`config.mk`:
```
export PLATFORM = sky130hd
export DESIGN_NAME = pit_tick_to_ns_alarm
export DESIGN_NICKNAME = d
export VERILOG_FILES = /design/src/rtl/pit_pkg.sv /design/src/rtl/pit_mul.sv /design/src/rtl/pit_div.sv /design/src/rtl/pit_tick_to_ns_alarm.sv
export VERILOG_INCLUDE_DIRS = /design/src /design/src/rtl
export SDC_FILE = /design/constraint.sdc
export NUM_CORES = 1
export LEC_CHECK = 0
export ABC_AREA = 1
export BUFFER_PORTS_ARGS = -buffer_cell sky130_fd_sc_hd__buf_2
export CORE_MARGIN = 2
export CORE_UTILIZATION = 35
export CTS_CLUSTER_DIAMETER = 100
export CTS_CLUSTER_SIZE = 8
export DETAILED_ROUTE_END_ITERATION = 12
export PLACE_DENSITY = 0.56
export SYNTH_ARGS = -nofsm -noshare
export SYNTH_HDL_FRONTEND = slang
export SYNTH_HIERARCHICAL = 1
export SYNTH_SLANG_ARGS = --single-unit
```
`constraint.sdc`:
```
create_clock -name i_clk -period 9.15 [get_ports i_clk]
set_input_delay 0.4575 -clock i_clk [delete_from_list [all_inputs] [get_ports i_clk]]
set_output_delay 0.4575 -clock i_clk [all_outputs]
set_load 0.02 [all_outputs]
```
`src/rtl/assert_macros.svh`:
```
// Assertion helpers shared by the timer RTL.
`ifndef ASSERT_MACROS_SVH
`define ASSERT_MACROS_SVH

// expr must never hold while out of reset
`define CHK_NEVER(label, clk, rst_n, expr, msg) \
    label: assert property (@(posedge clk) disable iff (!rst_n) !(expr)) else $error(msg);

// ante implies cons in the same cycle
`define CHK_IMPLY(label, clk, rst_n, ante, cons, msg) \
    label: assert property (@(posedge clk) disable iff (!rst_n) (ante) |-> (cons)) \
        else $error(msg);

`endif

```
`src/rtl/pit_pkg.sv`:
```
`default_nettype none

package pit_pkg;

    localparam int ACC_W  = 64;
    localparam int MPLR_W = 33;
    localparam int DVD_W  = 38;
    localparam int DSR_W  = 33;
    localparam int CNT_W  = 6;
    localparam int NS_W   = 30;

    localparam logic [DVD_W-1:0] NS_PER_SEC = DVD_W'(1000000000);

    typedef enum logic [1:0] {
        REG_MAIN_COUNT = 2'd0,
        REG_PLL_MUL    = 2'd1,
        REG_PLL_DIV    = 2'd2,
        REG_PERIOD     = 2'd3
    } t_reg_idx;

    typedef enum logic {
        OP_TICK = 1'b0,
        OP_ARM  = 1'b1
    } t_op;

    typedef struct packed {
        logic busy;
        logic done;
    } t_unit_sts;

endpackage

`default_nettype wire

```
`src/rtl/pit_mul.sv`:
```
`default_nettype none

module pit_mul (
    input  wire logic                       i_clk,
    input  wire logic                       i_rst_n,
    input  wire logic                       i_start,
    input  wire logic [pit_pkg::ACC_W-1:0]  i_acc,
    input  wire logic [pit_pkg::ACC_W-1:0]  i_mcand,
    input  wire logic [pit_pkg::MPLR_W-1:0] i_mplr,
    output pit_pkg::t_unit_sts              o_sts,
    output logic      [pit_pkg::ACC_W-1:0]  o_acc
);
    import pit_pkg::*;

    // shift-add: one multiplier bit per cycle, added straight into the accumulator
    logic [ACC_W-1:0]  r_acc;
    logic [ACC_W-1:0]  r_mcand;
    logic [MPLR_W-1:0] r_mplr;
    logic              r_busy;
    logic              r_done;

    always_ff @(posedge i_clk) begin
        r_done <= 1'b0;
        if (i_start) begin
            r_acc   <= i_acc;
            r_mcand <= i_mcand;
            r_mplr  <= i_mplr;
            r_busy  <= 1'b1;
        end else if (r_busy) begin
            if (r_mplr == '0) begin
                r_busy <= 1'b0;
                r_done <= 1'b1;
            end else begin
                if (r_mplr[0]) begin
                    r_acc <= r_acc + r_mcand;
                end
                r_mcand <= {r_mcand[ACC_W-2:0], 1'b0};
                r_mplr  <= {1'b0, r_mplr[MPLR_W-1:1]};
            end
        end
        if (!i_rst_n) begin
            r_busy <= 1'b0;
            r_done <= 1'b0;
        end
    end

    assign o_sts.busy = r_busy;
    assign o_sts.done = r_done;
    assign o_acc      = r_acc;

endmodule

`default_nettype wire

```
`src/rtl/pit_div.sv`:
```
`default_nettype none

`include "assert_macros.svh"

module pit_div (
    input  wire logic                      i_clk,
    input  wire logic                      i_rst_n,
    input  wire logic                      i_start,
    input  wire logic [pit_pkg::DVD_W-1:0] i_dividend,
    input  wire logic [pit_pkg::DSR_W-1:0] i_divisor,
    output pit_pkg::t_unit_sts             o_sts,
    output logic      [pit_pkg::DVD_W-1:0] o_quot
);
    import pit_pkg::*;

    // restoring division, one quotient bit per cycle; dividend shifts out as quotient shifts in
    logic [DVD_W-1:0] r_q;
    logic [DSR_W-1:0] r_rem;
    logic [DSR_W-1:0] r_dsr;
    logic [CNT_W-1:0] r_cnt;
    logic             r_busy;
    logic             r_done;
    logic [DSR_W:0]   rem_sh;
    logic             q_bit;
    logic [DSR_W:0]   rem_sub;

    always_comb begin
        rem_sh  = {r_rem, r_q[DVD_W-1]};
        q_bit   = (rem_sh >= {1'b0, r_dsr});
        rem_sub = rem_sh - {1'b0, r_dsr};
    end

    always_ff @(posedge i_clk) begin
        r_done <= 1'b0;
        if (i_start) begin
            r_q    <= i_dividend;
            r_dsr  <= i_divisor;
            r_rem  <= '0;
            r_cnt  <= '0;
            r_busy <= 1'b1;
        end else if (r_busy) begin
            r_q   <= {r_q[DVD_W-2:0], q_bit};
            r_rem <= q_bit ? rem_sub[DSR_W-1:0] : rem_sh[DSR_W-1:0];
            if (r_cnt == CNT_W'(DVD_W-1)) begin
                r_busy <= 1'b0;
                r_done <= 1'b1;
            end else begin
                r_cnt <= r_cnt + 1'b1;
            end
        end
        if (!i_rst_n) begin
            r_busy <= 1'b0;
            r_done <= 1'b0;
            r_cnt  <= '0;
        end
    end

    assign o_sts.busy = r_busy;
    assign o_sts.done = r_done;
    assign o_quot     = r_q;

    `CHK_IMPLY(a_div_cnt_range, i_clk, i_rst_n, r_busy, r_cnt <= CNT_W'(DVD_W-1), "divider step count past end")
    `CHK_NEVER(a_div_done_busy, i_clk, i_rst_n, r_done && r_busy && !$past(i_start), "divider done while still stepping")

endmodule

`default_nettype wire

```
`src/rtl/pit_tick_to_ns_alarm.sv`:
```
`default_nettype none

`include "assert_macros.svh"

// Nanosecond timekeeper for a periodic interval timer. Each request is either an
// arm (new_deadline is stored, zero disarms) or a tick sample, whose count and
// overflow fields are scaled by the nanoseconds per timer cycle and added to a 64-bit
// time; an armed deadline that the time has reached raises alarm once. The
// nanoseconds per timer cycle are derived from the main count, PLL multiplier and PLL
// divider registers and cached: the first tick after any register write recomputes
// them with one bit-serial shift-add pass and up to two restoring divisions. A tick
// then costs one shift-add pass per product: one for the overflow product and one for
// the time product. A tick with a clock error skips both products, and an arm skips
// all arithmetic. The input is free again in the cycle after the result is loaded.
// One request is in work at a time; the result sits in an output register so the
// next request can be taken while it waits. A zero divider or zero tick clock gives
// clock_error and leaves the time unchanged.
module pit_tick_to_ns_alarm (
    input  wire logic        i_clk,
    input  wire logic        i_rst_n,
    input  wire logic        i_valid,
    output logic             o_stall,
    input  wire logic        i_operation,
    input  wire logic [31:0] i_timer_value,
    input  wire logic [63:0] i_new_deadline,
    output logic             o_valid,
    input  wire logic        i_stall,
    output logic             o_alarm,
    output logic             o_clock_error,
    output logic [63:0]      o_elapsed_ns,
    input  wire logic        psel,
    input  wire logic        penable,
    input  wire logic        pwrite,
    input  wire logic [3:0]  paddr,
    input  wire logic [31:0] pwdata,
    output logic [31:0]      prdata,
    output logic             pready
);
    import pit_pkg::*;

    typedef enum logic [3:0] {
        S_IDLE,
        S_PLL_MUL,
        S_PLL_MUL_W,
        S_PLL_DIV_W,
        S_NS_DIV_W,
        S_N_MUL,
        S_N_MUL_W,
        S_T_MUL,
        S_T_MUL_W,
        S_CHECK,
        S_OUT
    } t_state;

    t_state r_state;

    logic [15:0] r_main;
    logic [10:0] r_mult;
    logic [3:0]  r_pdiv;
    logic [19:0] r_period;
    logic        cfg_wr;

    logic [63:0] r_time;
    logic [63:0] r_deadline;
    logic [NS_W-1:0] r_ns;
    logic        r_ns_ok;
    logic [19:0] r_count;
    logic [11:0] r_ovf;
    logic [MPLR_W-1:0] r_n;
    logic        r_alarm;
    logic        r_err;

    logic        r_o_valid;
    logic        r_o_alarm;
    logic        r_o_err;
    logic [63:0] r_o_elapsed;

    logic              r_mul_start;
    logic [ACC_W-1:0]  r_mul_acc;
    logic [ACC_W-1:0]  r_mul_mcand;
    logic [MPLR_W-1:0] r_mul_mplr;
    t_unit_sts         mul_sts;
    logic [ACC_W-1:0]  mul_res;
    logic              mul_wait;

    logic              r_div_start;
    logic [DVD_W-1:0]  r_div_dvd;
    logic [DSR_W-1:0]  r_div_dsr;
    t_unit_sts         div_sts;
    logic [DVD_W-1:0]  div_q;
    logic [DSR_W-1:0]  tick;

    pit_mul u_mul (
        .i_clk   (i_clk),
        .i_rst_n (i_rst_n),
        .i_start (r_mul_start),
        .i_acc   (r_mul_acc),
        .i_mcand (r_mul_mcand),
        .i_mplr  (r_mul_mplr),
        .o_sts   (mul_sts),
        .o_acc   (mul_res)
    );

    pit_div u_div (
        .i_clk      (i_clk),
        .i_rst_n    (i_rst_n),
        .i_start    (r_div_start),
        .i_dividend (r_div_dvd),
        .i_divisor  (r_div_dsr),
        .o_sts      (div_sts),
        .o_quot     (div_q)
    );

    assign cfg_wr = psel && penable && pwrite && pready;
    assign pready = 1'b1;
    assign tick   = div_q[DVD_W-1:5];

    always_ff @(posedge i_clk) begin
        if (cfg_wr) begin
            case (paddr[3:2])
                REG_MAIN_COUNT: r_main   <= pwdata[15:0];
                REG_PLL_MUL:    r_mult   <= pwdata[10:0];
                REG_PLL_DIV:    r_pdiv   <= pwdata[3:0];
                REG_PERIOD:     r_period <= pwdata[19:0];
                default: ;
            endcase
        end
        if (!i_rst_n) begin
            r_main   <= '0;
            r_mult   <= '0;
            r_pdiv   <= '0;
            r_period <= '0;
        end
    end

    always_comb begin
        case (paddr[3:2])
            REG_MAIN_COUNT: prdata = {16'd0, r_main};
            REG_PLL_MUL:    prdata = {21'd0, r_mult};
            REG_PLL_DIV:    prdata = {28'd0, r_pdiv};
            REG_PERIOD:     prdata = {12'd0, r_period};
            default:        prdata = '0;
        endcase
    end

    always_ff @(posedge i_clk) begin
        r_mul_start <= 1'b0;
        r_div_start <= 1'b0;
        if (r_o_valid && !i_stall) begin
            r_o_valid <= 1'b0;
        end
        case (r_state)
            S_IDLE: begin
                if (i_valid) begin
                    r_alarm <= 1'b0;
                    r_err   <= 1'b0;
                    if (i_operation == OP_ARM) begin
                        r_deadline <= i_new_deadline;
                        r_state    <= S_OUT;
                    end else begin
                        r_count <= i_timer_value[19:0];
                        r_ovf   <= i_timer_value[31:20];
                        r_state <= r_ns_ok ? S_N_MUL : S_PLL_MUL;
                    end
                end
            end
            S_PLL_MUL: begin
                r_mul_start <= 1'b1;
                r_mul_acc   <= '0;
                r_mul_mcand <= {37'd0, r_main, 11'd0};
                r_mul_mplr  <= {22'd0, r_mult};
                r_state     <= S_PLL_MUL_W;
            end
            S_PLL_MUL_W: begin
                if (mul_sts.done) begin
                    if (r_pdiv == '0) begin
                        r_ns    <= '0;
                        r_ns_ok <= 1'b1;
                        r_state <= S_N_MUL;
                    end else begin
                        r_div_start <= 1'b1;
                        r_div_dvd   <= mul_res[DVD_W-1:0];
                        r_div_dsr   <= {29'd0, r_pdiv};
                        r_state     <= S_PLL_DIV_W;
                    end
                end
            end
            S_PLL_DIV_W: begin
                if (div_sts.done) begin
                    if (tick == '0) begin
                        r_ns    <= '0;
                        r_ns_ok <= 1'b1;
                        r_state <= S_N_MUL;
                    end else begin
                        r_div_start <= 1'b1;
                        r_div_dvd   <= NS_PER_SEC;
                        r_div_dsr   <= tick;
                        r_state     <= S_NS_DIV_W;
                    end
                end
            end
            S_NS_DIV_W: begin
                if (div_sts.done) begin
                    r_ns    <= div_q[NS_W-1:0] + 1'b1;
                    r_ns_ok <= 1'b1;
                    r_state <= S_N_MUL;
                end
            end
            S_N_MUL: begin
                if (r_ns == '0) begin
                    r_err   <= 1'b1;
                    r_state <= S_CHECK;
                end else begin
                    r_mul_start <= 1'b1;
                    r_mul_acc   <= {44'd0, r_count};
                    r_mul_mcand <= {44'd0, r_period};
                    r_mul_mplr  <= {21'd0, r_ovf};
                    r_state     <= S_N_MUL_W;
                end
            end
            S_N_MUL_W: begin
                if (mul_sts.done) begin
                    r_n     <= mul_res[MPLR_W-1:0];
                    r_state <= S_T_MUL;
                end
            end
            S_T_MUL: begin
                r_mul_start <= 1'b1;
                r_mul_acc   <= r_time;
                r_mul_mcand <= {34'd0, r_ns};
                r_mul_mplr  <= r_n;
                r_state     <= S_T_MUL_W;
            end
            S_T_MUL_W: begin
                if (mul_sts.done) begin
                    r_time  <= mul_res;
                    r_state <= S_CHECK;
                end
            end
            S_CHECK: begin
                if (r_deadline != '0 && r_time >= r_deadline) begin
                    r_alarm    <= 1'b1;
                    r_deadline <= '0;
                end
                r_state <= S_OUT;
            end
            S_OUT: begin
                if (!r_o_valid || !i_stall) begin
                    r_o_valid   <= 1'b1;
                    r_o_alarm   <= r_alarm;
                    r_o_err     <= r_err;
                    r_o_elapsed <= r_time;
                    r_state     <= S_IDLE;
                end
            end
            default: r_state <= S_IDLE;
        endcase
        if (cfg_wr) begin
            r_ns_ok <= 1'b0;
        end
        if (!i_rst_n) begin
            r_state     <= S_IDLE;
            r_o_valid   <= 1'b0;
            r_ns_ok     <= 1'b0;
            r_mul_start <= 1'b0;
            r_div_start <= 1'b0;
            r_time      <= '0;
            r_deadline  <= '0;
        end
    end

    assign o_stall       = (r_state != S_IDLE);
    assign o_valid       = r_o_valid;
    assign o_alarm       = r_o_alarm;
    assign o_clock_error = r_o_err;
    assign o_elapsed_ns  = r_o_elapsed;

    assign mul_wait = r_state inside {S_PLL_MUL_W, S_N_MUL_W, S_T_MUL_W};

    `CHK_NEVER(a_units_exclusive, i_clk, i_rst_n, mul_sts.busy && div_sts.busy, "both units busy")
    `CHK_IMPLY(a_mul_done_wait, i_clk, i_rst_n, mul_sts.done, mul_wait, "mul done outside wait")
    `CHK_IMPLY(a_disarm, i_clk, i_rst_n, r_state == S_OUT && r_alarm, r_deadline == '0, "armed")

endmodule

`default_nettype wire
```
### Word-level counts from Yosys, hierarchy flattened

Cells that the tools add are included.

* register bits after elaboration: 857
* bits of input ports: 140
* output and inout bits: 101
* logic and storage cells: 205

* add/sub/neg operators: 4
* magnitude comparators: 2
* equal/unequal tests: 30
* multiplexer cells: 82
* bitwise gates (word level): 5
* reduce and logical (&&, ||, !) cells: 46

Operator list (number)
* 64-bit 2-to-1 mux: 12
* 64-bit one-hot mux with 3 select lines: 2
* 33-bit 2-to-1 mux: 9
* 38-bit 2-to-1 mux: 6
* 30-bit 2-to-1 mux: 5
* 32-bit one-hot mux with 4 select lines: 1
* 64-bit one-hot mux with 2 select lines: 1
* 33-bit one-hot mux with 3 select lines: 1
* 30-bit one-hot mux with 3 select lines: 1
* 38-bit one-hot mux with 2 select lines: 1
* 33-bit logical NOT: 2
* 33-bit one-hot mux with 2 select lines: 1
* 64-bit adder: 1
* 64-bit >= comparator: 1
* 64-bit nonzero test: 1
* 4-bit one-hot mux with 11 select lines: 1
* 4-bit 2-to-1 mux: 9
* 34-bit by 33-bit >= comparator with 1-bit output: 1
* 33-bit subtractor: 1
* 30-bit by 1-bit adder with 30-bit output (second input constant): 1
* 30-bit logical NOT: 1
* 1-bit 2-to-1 mux: 25
* 2-bit != test (second input constant): 11
* 2-bit AND reduction: 10
* 28 further kinds: 64

### Depth between registers and ports, before layout

Gate-level depths: netlist (run 1).

* word-level depth: 5
* depth in mapped cells: 22
* gate-level depth less buffers: 21

### By module

Netlist (run 1), hierarchy kept.

Modules (own cells, without submodules)
* pit_tick_to_ns_alarm: times used 1, cells each 2368, area each 23356.2 µm²
* pit_mul: times used 1, cells each 1934, area each 12746.0 µm²
* pit_div: times used 1, cells each 1046, area each 7299.5 µm²

### Worst setup path after synthesis (run 1)

Ideal clock, no wire load.

* path kind: register -> register
* start: register r_state[2]
* end: register r_mul_acc[0] (enable)
* library setup time: 1.425 ns
* arrival: 4.030 ns
* data required time: 7.725 ns
* setup slack: 3.695 ns
* cell stages (with the launch flop): 10
* buffers on the path: 1
* period minus slack after synthesis: 5.455 ns
* path through: dfxtp_1 > inv_1 > nor2_2 > inv_2 > nor2_4 > inv_2 > nor2_4 > inv_2 > clkbuf_1 > nand3_1

* cells in the longest elaborated chain, start to end: 3
* elaborated cells between the ends (all ways): 6
* those cells by class: eq/ne: 4; reduce/logical: 2

RTL lines
* start, declared: RTL line pit_tick_to_ns_alarm.sv:55 `t_state r_state;`
* start signal, assigned: RTL line pit_tick_to_ns_alarm.sv:163 `r_state <= r_ns_ok ? S_N_MUL : S_PLL_MUL;`
* 4-bit by 3-bit == test with 1-bit output / 4-bit by 1-bit == test with 1-bit output (equally long branches): RTL line pit_tick_to_ns_alarm.sv:152 `case (r_state)`
* 2-bit != test (no source line) / 3-bit nonzero test (equally long branches)
* 2-bit AND reduction (no source line) *
* end signal, assigned: RTL line pit_tick_to_ns_alarm.sv:215 `r_mul_acc <= {44'd0, r_count};`
* end signal, assigned: RTL line pit_tick_to_ns_alarm.sv:229 `r_mul_acc <= r_time;`
* end, declared: RTL line pit_tick_to_ns_alarm.sv:79 `logic [ACC_W-1:0] r_mul_acc;`

Mark *: on every way between the ends. The rest lies on a longest branch, timed or not.
A chain may end at the register's enable or synchronous reset.

### Worst setup path in the final report (run 1)

* start: register r_state[2]
* end: register r_mul_acc[50] (enable)

Same word-level chain as after synthesis.

==> results of run 1 <==
-- routing by layer --
metal,wire length [um],part of all wire,vias up
li1,-,-,17600
met1,58900,0.47,16200
met2,56600,0.45,912
met3,6810,0.054,174
met4,3240,0.026,2
met5,13,0.00010,-
-- final timing paths --
kind,start,endpoint,slack [ns],cells past startpoint
worst max-delay path,r_state[2]$_SDFFE_PN0P_,r_mul_acc[50]$_DFFE_PP_,4.60,9
worst min-delay path,pwdata[0],r_main[0]$_SDFFE_PN0P_,0.06,3
worst max register to register,r_state[2]$_SDFFE_PN0P_,r_mul_acc[50]$_DFFE_PP_,4.60,9
worst min register to register,r_div_dsr[10]$_SDFFCE_PN0P_,u_div/r_dsr[10]$_DFFE_PP_,0.41,0
-- stage by stage --
step | hold slack [ns] | instance area (sq um) | utilization | total power (W) | worst slack (ns)
finish | 0.0552 | 49900 | 0.405 | 0.0135 | 4.60
global placement | 0.401 | 46100 | 0.373 | 0.00947 | 4.65
CTS | 0.00333 | 49900 | 0.405 | 0.0136 | 4.51
floorplan | 0.400 | 43600 | - | 0.00839 | 3.70
global route | 0.0662 | 49900 | 0.405 | 0.0144 | 4.22
detailed placement | 0.405 | 46100 | 0.373 | 0.00951 | 4.59
-- power groups by stage --
stage	clock [W]	combinational, W	sequential, W
final	0.00403	0.00398	0.00550
after global routing	0.00428	0.00450	0.00558
after CTS	0.00412	0.00399	0.00550
after detailed placement	0	0.00395	0.00556
after global placement	0	0.00391	0.00556
after floorplan	0	0.00296	0.00543
-- worst register-to-register path, stage by stage (launching register included) --
cell,delay (ns)
dfxtp_1,0.39
inv_1,0.08
nor2_2,0.14
inv_2,0.09
nor2_4,0.24
inv_2,0.23
nor2_4,0.62
clkinv_2,0.87
nand3_4,0.64
buf_4,0.73
-- state kept, by name, indices dropped and copies added (netlist names), 33 cells and up --
name and cells:
o_elapsed_ns 64, u_div/r_rem 33, r_div_dvd 38, u_div/o_quot 38
u_mul/r_mplr 33, u_mul/r_mcand 64, r_mul_acc 64, r_deadline 64
r_time 64, r_mul_mplr 33, u_div/r_dsr 33, u_mul/o_acc 64
r_n 33, r_div_dsr 33
-- area by class of cell --
cell class	instances	area, sq um
well taps	1637	2050
clock buffers	206	3240
flip-flops and latches	823	22400
clock inverters	9	139
diodes	1	2.50
multi-input cells	3551	17200
fillers	12600	73400
repair buffers	291	1780
inverters	840	3160
-- repair_timing --
item,in CTS,in global routing
hold endpoints to repair,60,0
buffers inserted,0,0
hold buffers,51,0
endpoints found under the setup margin,0,0
==> report_table.html, run 1 <==
<table>
<tr><th>Metric</th><th>Value</th></tr>
<tr><th colspan="2">Run status</th></tr>
<tr><td>Status</td><td>complete, no violations</td></tr>
<tr><th colspan="2">Critical path</th></tr>
<tr><td>Critical path cell sequence</td><td>inv_1 -&gt; nor2_2 -&gt; inv_2 -&gt; nor2_4 -&gt; inv_2 -&gt; nor2_4 -&gt; clkinv_2 -&gt; nand3_4 -&gt; buf_4</td></tr>
<tr><td>Type of the worst setup path</td><td>reg -&gt; reg</td></tr>
<tr><td>Required time of the worst setup path</td><td>9.43 ns</td></tr>
<tr><td>Critical path startpoint category</td><td>flop</td></tr>
<tr><td>Data arrival time of the critical path</td><td>4.83 ns</td></tr>
<tr><td>CP Capture Type</td><td>flop</td></tr>
<tr><td>Slowest cell delay on critical path</td><td>0.86 ns</td></tr>
<tr><td>Number of buffer and inverter instances along the worst setup path</td><td>5</td></tr>
<tr><td>Category of cells accounting for the largest share of critical-path delay</td><td>buffers and inverters</td></tr>
<tr><td>Critical-path top delay cell</td><td>clkinv_2</td></tr>
<tr><td>Peak fanout along the critical path</td><td>59</td></tr>
<tr><th colspan="2">Floorplan</th></tr>
<tr><td>Number of top-level design ports</td><td>241</td></tr>
<tr><td>Width of the die</td><td>356 um</td></tr>
<tr><td>CORE AREA</td><td>123,000 sq um</td></tr>
<tr><td>Total number of placement rows</td><td>129</td></tr>
<tr><td>Die Span Y</td><td>356 um</td></tr>
<tr><td>Die Footprint</td><td>127,000 sq um</td></tr>
<tr><td>Initial Util</td><td>0.352</td></tr>
<tr><th colspan="2">Global routing</th></tr>
<tr><td>GRT busiest layer</td><td>met2</td></tr>
<tr><td>First-pass GRT wire length</td><td>192,000 um</td></tr>
<tr><td>Met2 GRT Util</td><td>0.312</td></tr>
<tr><td>Vias in the first global route</td><td>33,200</td></tr>
<tr><td>Antenna violations before repair</td><td>3</td></tr>
<tr><td>Overall fraction of global-route tracks in use</td><td>0.196</td></tr>
<tr><td>Global route total overflow</td><td>0</td></tr>
<tr><td>Pin count of the biggest net entering global routing</td><td>98</td></tr>
<tr><td>Met3 usage in global routing</td><td>0.0253</td></tr>
<tr><td>Met1 track demand over resource in global routing</td><td>0.276</td></tr>
<tr><th colspan="2">Finish</th></tr>
<tr><td>Final cell count without fillers</td><td>7,358</td></tr>
<tr><td>Area growth from synthesis to layout</td><td>15.1%</td></tr>
<tr><td>Fraction of final layout cells sized beyond drive strength 1</td><td>0.0949</td></tr>
<tr><td>Most common cell after layout, fill and taps aside</td><td>nand2_1</td></tr>
<tr><td>Leading cell types in the layout, fill and taps excluded</td><td>nand2_1 (1,759), inv_1 (812), edfxtp_1 (593)</td></tr>
<tr><td>Count of nets after finishing</td><td>5,926</td></tr>
<tr><th colspan="2">STA</th></tr>
<tr><td>Final slew viol count</td><td>0</td></tr>
<tr><td>Setup total negative slack</td><td>0 ns</td></tr>
<tr><td>Slew @ Worst Pin</td><td>1.38 ns</td></tr>
<tr><td>Clock Skew</td><td>0.0838 ns</td></tr>
<tr><td>Shortest clock period the worst path allows after layout</td><td>4.55 ns</td></tr>
<tr><td>RSZ-0062 raised after global routing</td><td>false</td></tr>
<tr><td>Max Fclk</td><td>0.220 GHz</td></tr>
<tr><td>Portion of the clock cycle consumed by the worst path in the final layout</td><td>0.497</td></tr>
<tr><td>Final Hold Vio Count</td><td>0</td></tr>
<tr><td>Final setup viols</td><td>0</td></tr>
<tr><td>Slew margin rel.</td><td>0.0759</td></tr>
<tr><th colspan="2">Hold path</th></tr>
<tr><td>Worst min path class</td><td>in -&gt; reg</td></tr>
<tr><th colspan="2">Power</th></tr>
<tr><td>Leakage power of the design</td><td>22.2 nW</td></tr>
<tr><td>Part of the power in combinational logic</td><td>0.295</td></tr>
<tr><td>Proportion of power drawn by the clock network</td><td>0.298</td></tr>
<tr><td>Flop pwr share</td><td>0.407</td></tr>
<tr><td>Internal Dissipation</td><td>0.00864 W</td></tr>
<tr><td>Power per unit of standard cell area</td><td>271 nW/um^2</td></tr>
<tr><td>Net Switching</td><td>0.00487 W</td></tr>
<tr><td>Worst IR drop on VDD</td><td>0.000191 V</td></tr>
<tr><td>Proportion of total power due to net switching</td><td>0.361</td></tr>
<tr><th colspan="2">Clocking</th></tr>
<tr><td># resized after CTS</td><td>0</td></tr>
<tr><td>Cell at the root of the clock tree</td><td>clkbuf_16</td></tr>
<tr><td>Clock tree from TritonCTS</td><td>yes</td></tr>
<tr><td>Clk sink count</td><td>823</td></tr>
<tr><td>Inserted Clock Buffers</td><td>114</td></tr>
<tr><td>Clock transition at the registers of the reported paths</td><td>0.06 ns</td></tr>
<tr><td>Later-pin clock latency in the skew report</td><td>0.73 ns</td></tr>
<tr><td>CTS Buffer Depth</td><td>3</td></tr>
<tr><td>H-tree Lvls</td><td>3</td></tr>
<tr><th colspan="2">Placed design</th></tr>
<tr><td>Placed wire-length estimate after detailed placement</td><td>92,300 um</td></tr>
<tr><td>Placed cells</td><td>7,091</td></tr>
<tr><td>Global placement routability congestion</td><td>0.953</td></tr>
<tr><td>Number of buffer cells added on primary ports</td><td>213</td></tr>
<tr><th colspan="2">Yosys</th></tr>
<tr><td>Post-Syn Area</td><td>43,400 sq um</td></tr>
<tr><td>Syn Inst Count</td><td>5,346</td></tr>
<tr><td>Syn. warnings</td><td>6</td></tr>
<tr><td>Mean area per synthesized cell</td><td>8.12 sq um</td></tr>
<tr><th colspan="2">Routing</th></tr>
<tr><td>Post-detailed-route wirelength per cell</td><td>17.1 um</td></tr>
<tr><td>Drt via density</td><td>4.74</td></tr>
<tr><td>Post-detailed-routing wire length</td><td>126,000 um</td></tr>
<tr><td>DRC violations left</td><td>0</td></tr>
<tr><td>First-pass detailed-route iteration total</td><td>5</td></tr>
<tr><td>First DRT Iteration DRCs</td><td>2,656</td></tr>
<tr><td>Post-route antenna net violation count</td><td>0</td></tr>
<tr><td>Via count</td><td>34,900</td></tr>
<tr><th colspan="2">Job</th></tr>
<tr><td>Maximum Capacitance Violations</td><td>0</td></tr>
</table>
No activity file was read; power rests on OpenSTA's default activity.
==> inputs of run 2 (changes only) <==
--- a/config.mk
+++ b/config.mk
@@ -13,7 +13,7 @@
 export CTS_CLUSTER_DIAMETER = 100
 export CTS_CLUSTER_SIZE = 8
 export DETAILED_ROUTE_END_ITERATION = 12
-export PLACE_DENSITY = 0.56
+export PLACE_DENSITY = 0.57
 export SYNTH_ARGS = -nofsm -noshare
 export SYNTH_HDL_FRONTEND = slang
 export SYNTH_HIERARCHICAL = 1
==> constraint.sdc (replaced) <==
create_clock -name i_clk -period 3.95 [get_ports i_clk]
set_input_delay 0.1975 -clock i_clk [delete_from_list [all_inputs] [get_ports i_clk]]
set_output_delay 0.1975 -clock i_clk [all_outputs]
set_load 0.02 [all_outputs]
==> run 2 against run 1 <==
Net effect: via count up 1.4%; non-clock buffer count is 101 higher; final cell count grew 1.4%; power is 130% higher; die area unchanged; critical path type unchanged; largest cell class unchanged; largest power group unchanged; highest routed layer unchanged.
==> report_table.html, run 2 (synthesis gave the netlist of run 1 again) <==
<table>
<tr><th>Metric</th><th>Value</th></tr>
<tr><th colspan="2">Run status</th></tr>
<tr><td>Status</td><td>complete, no violations</td></tr>
<tr><th colspan="2">STA</th></tr>
<tr><td>Final slew viol count</td><td>0</td></tr>
<tr><td>Setup total negative slack</td><td>0 ns</td></tr>
<tr><td>Slew @ Worst Pin</td><td>1.13 ns</td></tr>
<tr><td>Max Fclk</td><td>0.337 GHz</td></tr>
<tr><td>Slew margin rel.</td><td>0.248</td></tr>
<tr><td>Clock Skew</td><td>0.118 ns</td></tr>
<tr><td>Portion of the clock cycle consumed by the worst path in the final layout</td><td>0.750</td></tr>
<tr><td>RSZ-0062 raised after global routing</td><td>false</td></tr>
<tr><td>Slack of the critical path</td><td>0.987 ns</td></tr>
<tr><td>Final Hold Vio Count</td><td>0</td></tr>
<tr><td>Final setup viols</td><td>0</td></tr>
<tr><td>Final worst hold slack</td><td>0.0565 ns</td></tr>
<tr><td>Shortest clock period the worst path allows after layout</td><td>2.96 ns</td></tr>
<tr><th colspan="2">Clocking</th></tr>
<tr><td># resized after CTS</td><td>0</td></tr>
<tr><td>Later-pin clock latency in the skew report</td><td>0.74 ns</td></tr>
<tr><td>H-tree Lvls</td><td>3</td></tr>
<tr><td>Inserted Clock Buffers</td><td>114</td></tr>
<tr><td>CTS Buffer Depth</td><td>3</td></tr>
<tr><td>Clk sink count</td><td>823</td></tr>
<tr><td>Clock tree from TritonCTS</td><td>yes</td></tr>
<tr><td>Clock transition at the registers of the reported paths</td><td>0.06 ns</td></tr>
<tr><td>Cell at the root of the clock tree</td><td>clkbuf_16</td></tr>
<tr><td>CTS Hold Buffers Added</td><td>124</td></tr>
<tr><td>Count of buffers added by post-CTS timing repair for setup</td><td>0</td></tr>
<tr><th colspan="2">Global routing</th></tr>
<tr><td>First-pass GRT wire length</td><td>194,000 um</td></tr>
<tr><td>Antenna violations before repair</td><td>2</td></tr>
<tr><td>Overall fraction of global-route tracks in use</td><td>0.196</td></tr>
<tr><td>Vias in the first global route</td><td>33,900</td></tr>
<tr><td>Pin count of the biggest net entering global routing</td><td>86</td></tr>
<tr><td>Global route total overflow</td><td>0</td></tr>
<tr><th colspan="2">Power</th></tr>
<tr><td>Part of the power in combinational logic</td><td>0.301</td></tr>
<tr><td>Net Switching</td><td>0.0115 W</td></tr>
<tr><td>Proportion of power drawn by the clock network</td><td>0.296</td></tr>
<tr><td>Power per unit of standard cell area</td><td>619 nW/um^2</td></tr>
<tr><td>Worst IR drop on VDD</td><td>0.000852 V</td></tr>
<tr><td>Flop pwr share</td><td>0.403</td></tr>
<tr><td>Proportion of total power due to net switching</td><td>0.363</td></tr>
<tr><td>Final total power</td><td>0.0316 W</td></tr>
<tr><td>Internal Dissipation</td><td>0.0201 W</td></tr>
<tr><td>Leakage power of the design</td><td>22.7 nW</td></tr>
<tr><th colspan="2">Floorplan</th></tr>
<tr><td>CORE AREA</td><td>123,000 sq um</td></tr>
<tr><td>Width of the die</td><td>356 um</td></tr>
<tr><td>Die Span Y</td><td>356 um</td></tr>
<tr><td>Number of top-level design ports</td><td>241</td></tr>
<tr><td>Initial Util</td><td>0.352</td></tr>
<tr><td>Die Footprint</td><td>127,000 sq um</td></tr>
<tr><td>Total number of placement rows</td><td>129</td></tr>
<tr><th colspan="2">Finish</th></tr>
<tr><td>Finished Cell Area</td><td>51,100 sq um</td></tr>
<tr><td>Most common cell after layout, fill and taps aside</td><td>nand2_1</td></tr>
<tr><td>Area growth from synthesis to layout</td><td>17.7%</td></tr>
<tr><td>Fraction of final layout cells sized beyond drive strength 1</td><td>0.0985</td></tr>
<tr><td>Count of nets after finishing</td><td>6,027</td></tr>
<tr><td>Leading cell types in the layout, fill and taps excluded</td><td>nand2_1 (1,759), inv_1 (812), edfxtp_1 (593)</td></tr>
<tr><th colspan="2">Hold path</th></tr>
<tr><td>Worst-case hold path end point</td><td>r_period[3]$_SDFFE_PN0P_</td></tr>
<tr><td>Hold Path Depth</td><td>5</td></tr>
<tr><td>Worst min path class</td><td>in -&gt; reg</td></tr>
<tr><td>Worst Hold Launch</td><td>psel</td></tr>
<tr><th colspan="2">Routing</th></tr>
<tr><td>Post-detailed-route wirelength per cell</td><td>16.8 um</td></tr>
<tr><td>First-pass detailed-route iteration total</td><td>6</td></tr>
<tr><td>Drt via density</td><td>4.75</td></tr>
<tr><td>Post-route antenna net violation count</td><td>0</td></tr>
<tr><td>Via count</td><td>35,400</td></tr>
<tr><td>First DRT Iteration DRCs</td><td>2,866</td></tr>
<tr><td>DRC violations left</td><td>0</td></tr>
<tr><td>Post-detailed-routing wire length</td><td>126,000 um</td></tr>
<tr><th colspan="2">Critical path</th></tr>
<tr><td>Critical R2R Capture</td><td>r_div_dvd[37]$_SDFFCE_PP0P_</td></tr>
<tr><td>Peak fanout along the critical path</td><td>37</td></tr>
<tr><td>Worst Reg2Reg Path Length in Cells</td><td>8</td></tr>
<tr><td>Required time of the worst setup path</td><td>4.30 ns</td></tr>
<tr><td>CP Capture Type</td><td>flop</td></tr>
<tr><td>Critical path startpoint category</td><td>flop</td></tr>
<tr><td>Reg2reg setup slack</td><td>0.99 ns</td></tr>
<tr><td>Type of the worst setup path</td><td>reg -&gt; reg</td></tr>
<tr><td>FF-to-FF Start</td><td>u_div/o_quot[8]$_DFFE_PP_</td></tr>
<tr><td>Data arrival time of the critical path</td><td>3.31 ns</td></tr>
<tr><th colspan="2">Job</th></tr>
<tr><td>Maximum Capacitance Violations</td><td>0</td></tr>
<tr><th colspan="2">Placed design</th></tr>
<tr><td>Global placement routability congestion</td><td>0.946</td></tr>
<tr><td>Number of buffer cells added on primary ports</td><td>213</td></tr>
<tr><td>Placed wire-length estimate after detailed placement</td><td>92,900 um</td></tr>
<tr><td>Area of placed instances</td><td>46,400 sq um</td></tr>
<tr><td>Setup Slack @ Placement</td><td>0.980 ns</td></tr>
</table>
[run 2: cell types whose count changed in the layout (fill, tap and decap cells not counted), moves of 2 or more]
cell           change
clkinv_8           -2
clkinv_16          +4
buf_12            +11
buf_4             +17
clkinv_2           +3
dlygate4sd3_1     +73
clkbuf_1           -2
[run 2: per-stage QoR]
step,utilization,instances
2_1_floorplan,-,5391
3_3_place_gp,0.376,7119
5_1_grt,0.414,7457
6_report,0.414,7458
4_1_cts,0.414,7457
3_5_place_dp,0.376,7119
[run 2: power by group through the flow]
stage	clock, W	sequential (W)	combinational [W]
2_1_floorplan	0	0.0125	0.00685
3_3_place_gp	0	0.0129	0.00929
3_5_place_dp	0	0.0129	0.00939
4_1_cts	0.00958	0.0127	0.00954
5_1_grt	0.00994	0.0129	0.0107
6_report	0.00936	0.0127	0.00951
[run 2: routing by layer]
layer,vias up,global-route usage,share of wire
li1,17800,-,-
met1,16500,0.273,0.46
met2,955,0.319,0.46
met3,157,0.0246,0.055
met4,2,0.0599,0.024
met5,-,0,0.000072
[run 2: layout make-up]
type / instances / area, sq um
clock buffers: 203 / 3210
inverters: 840 / 3160
repair buffers: 392 / 2860
flip-flops and latches: 823 / 22400
multi-input cells: 3551 / 17200
fillers: 12500 / 72300
well taps: 1637 / 2050
clock inverters: 11 / 210
diodes: 1 / 2.50
[run 2: how the worst max path moves through the flow]
| stage | start | to | slack (ns) | depth (start not counted) |
|---|---|---|---|---|
| 2_1_floorplan | r_state[2]$_SDFFE_PN0P_ | r_mul_acc[0]$_DFFE_PP_ | 0.12 | 9 |
| 3_3_place_gp | r_deadline[7]$_SDFFE_PN0P_ | r_deadline[49]$_SDFFE_PN0P_ | 1.00 | 17 |
| 3_5_place_dp | r_deadline[7]$_SDFFE_PN0P_ | r_deadline[8]$_SDFFE_PN0P_ | 0.98 | 17 |
| 4_1_cts | u_div/o_quot[27]$_DFFE_PP_ | r_div_dvd[37]$_SDFFCE_PP0P_ | 0.94 | 8 |
| 5_1_grt | r_deadline[63]$_SDFFE_PN0P_ | r_deadline[37]$_SDFFE_PN0P_ | 0.72 | 16 |
| 6_report | u_div/o_quot[8]$_DFFE_PP_ | r_div_dvd[37]$_SDFFCE_PP0P_ | 0.99 | 8 |
[run 2: critical path, stage by stage (launching register included)]
cell      delay [ns]
edfxtp_1        0.49
inv_1           0.14
nand3_1         0.13
nor4_1          0.27
nand4_1         0.30
or2_2           0.38
nand4_1         0.12
inv_2           0.30
buf_4           0.42
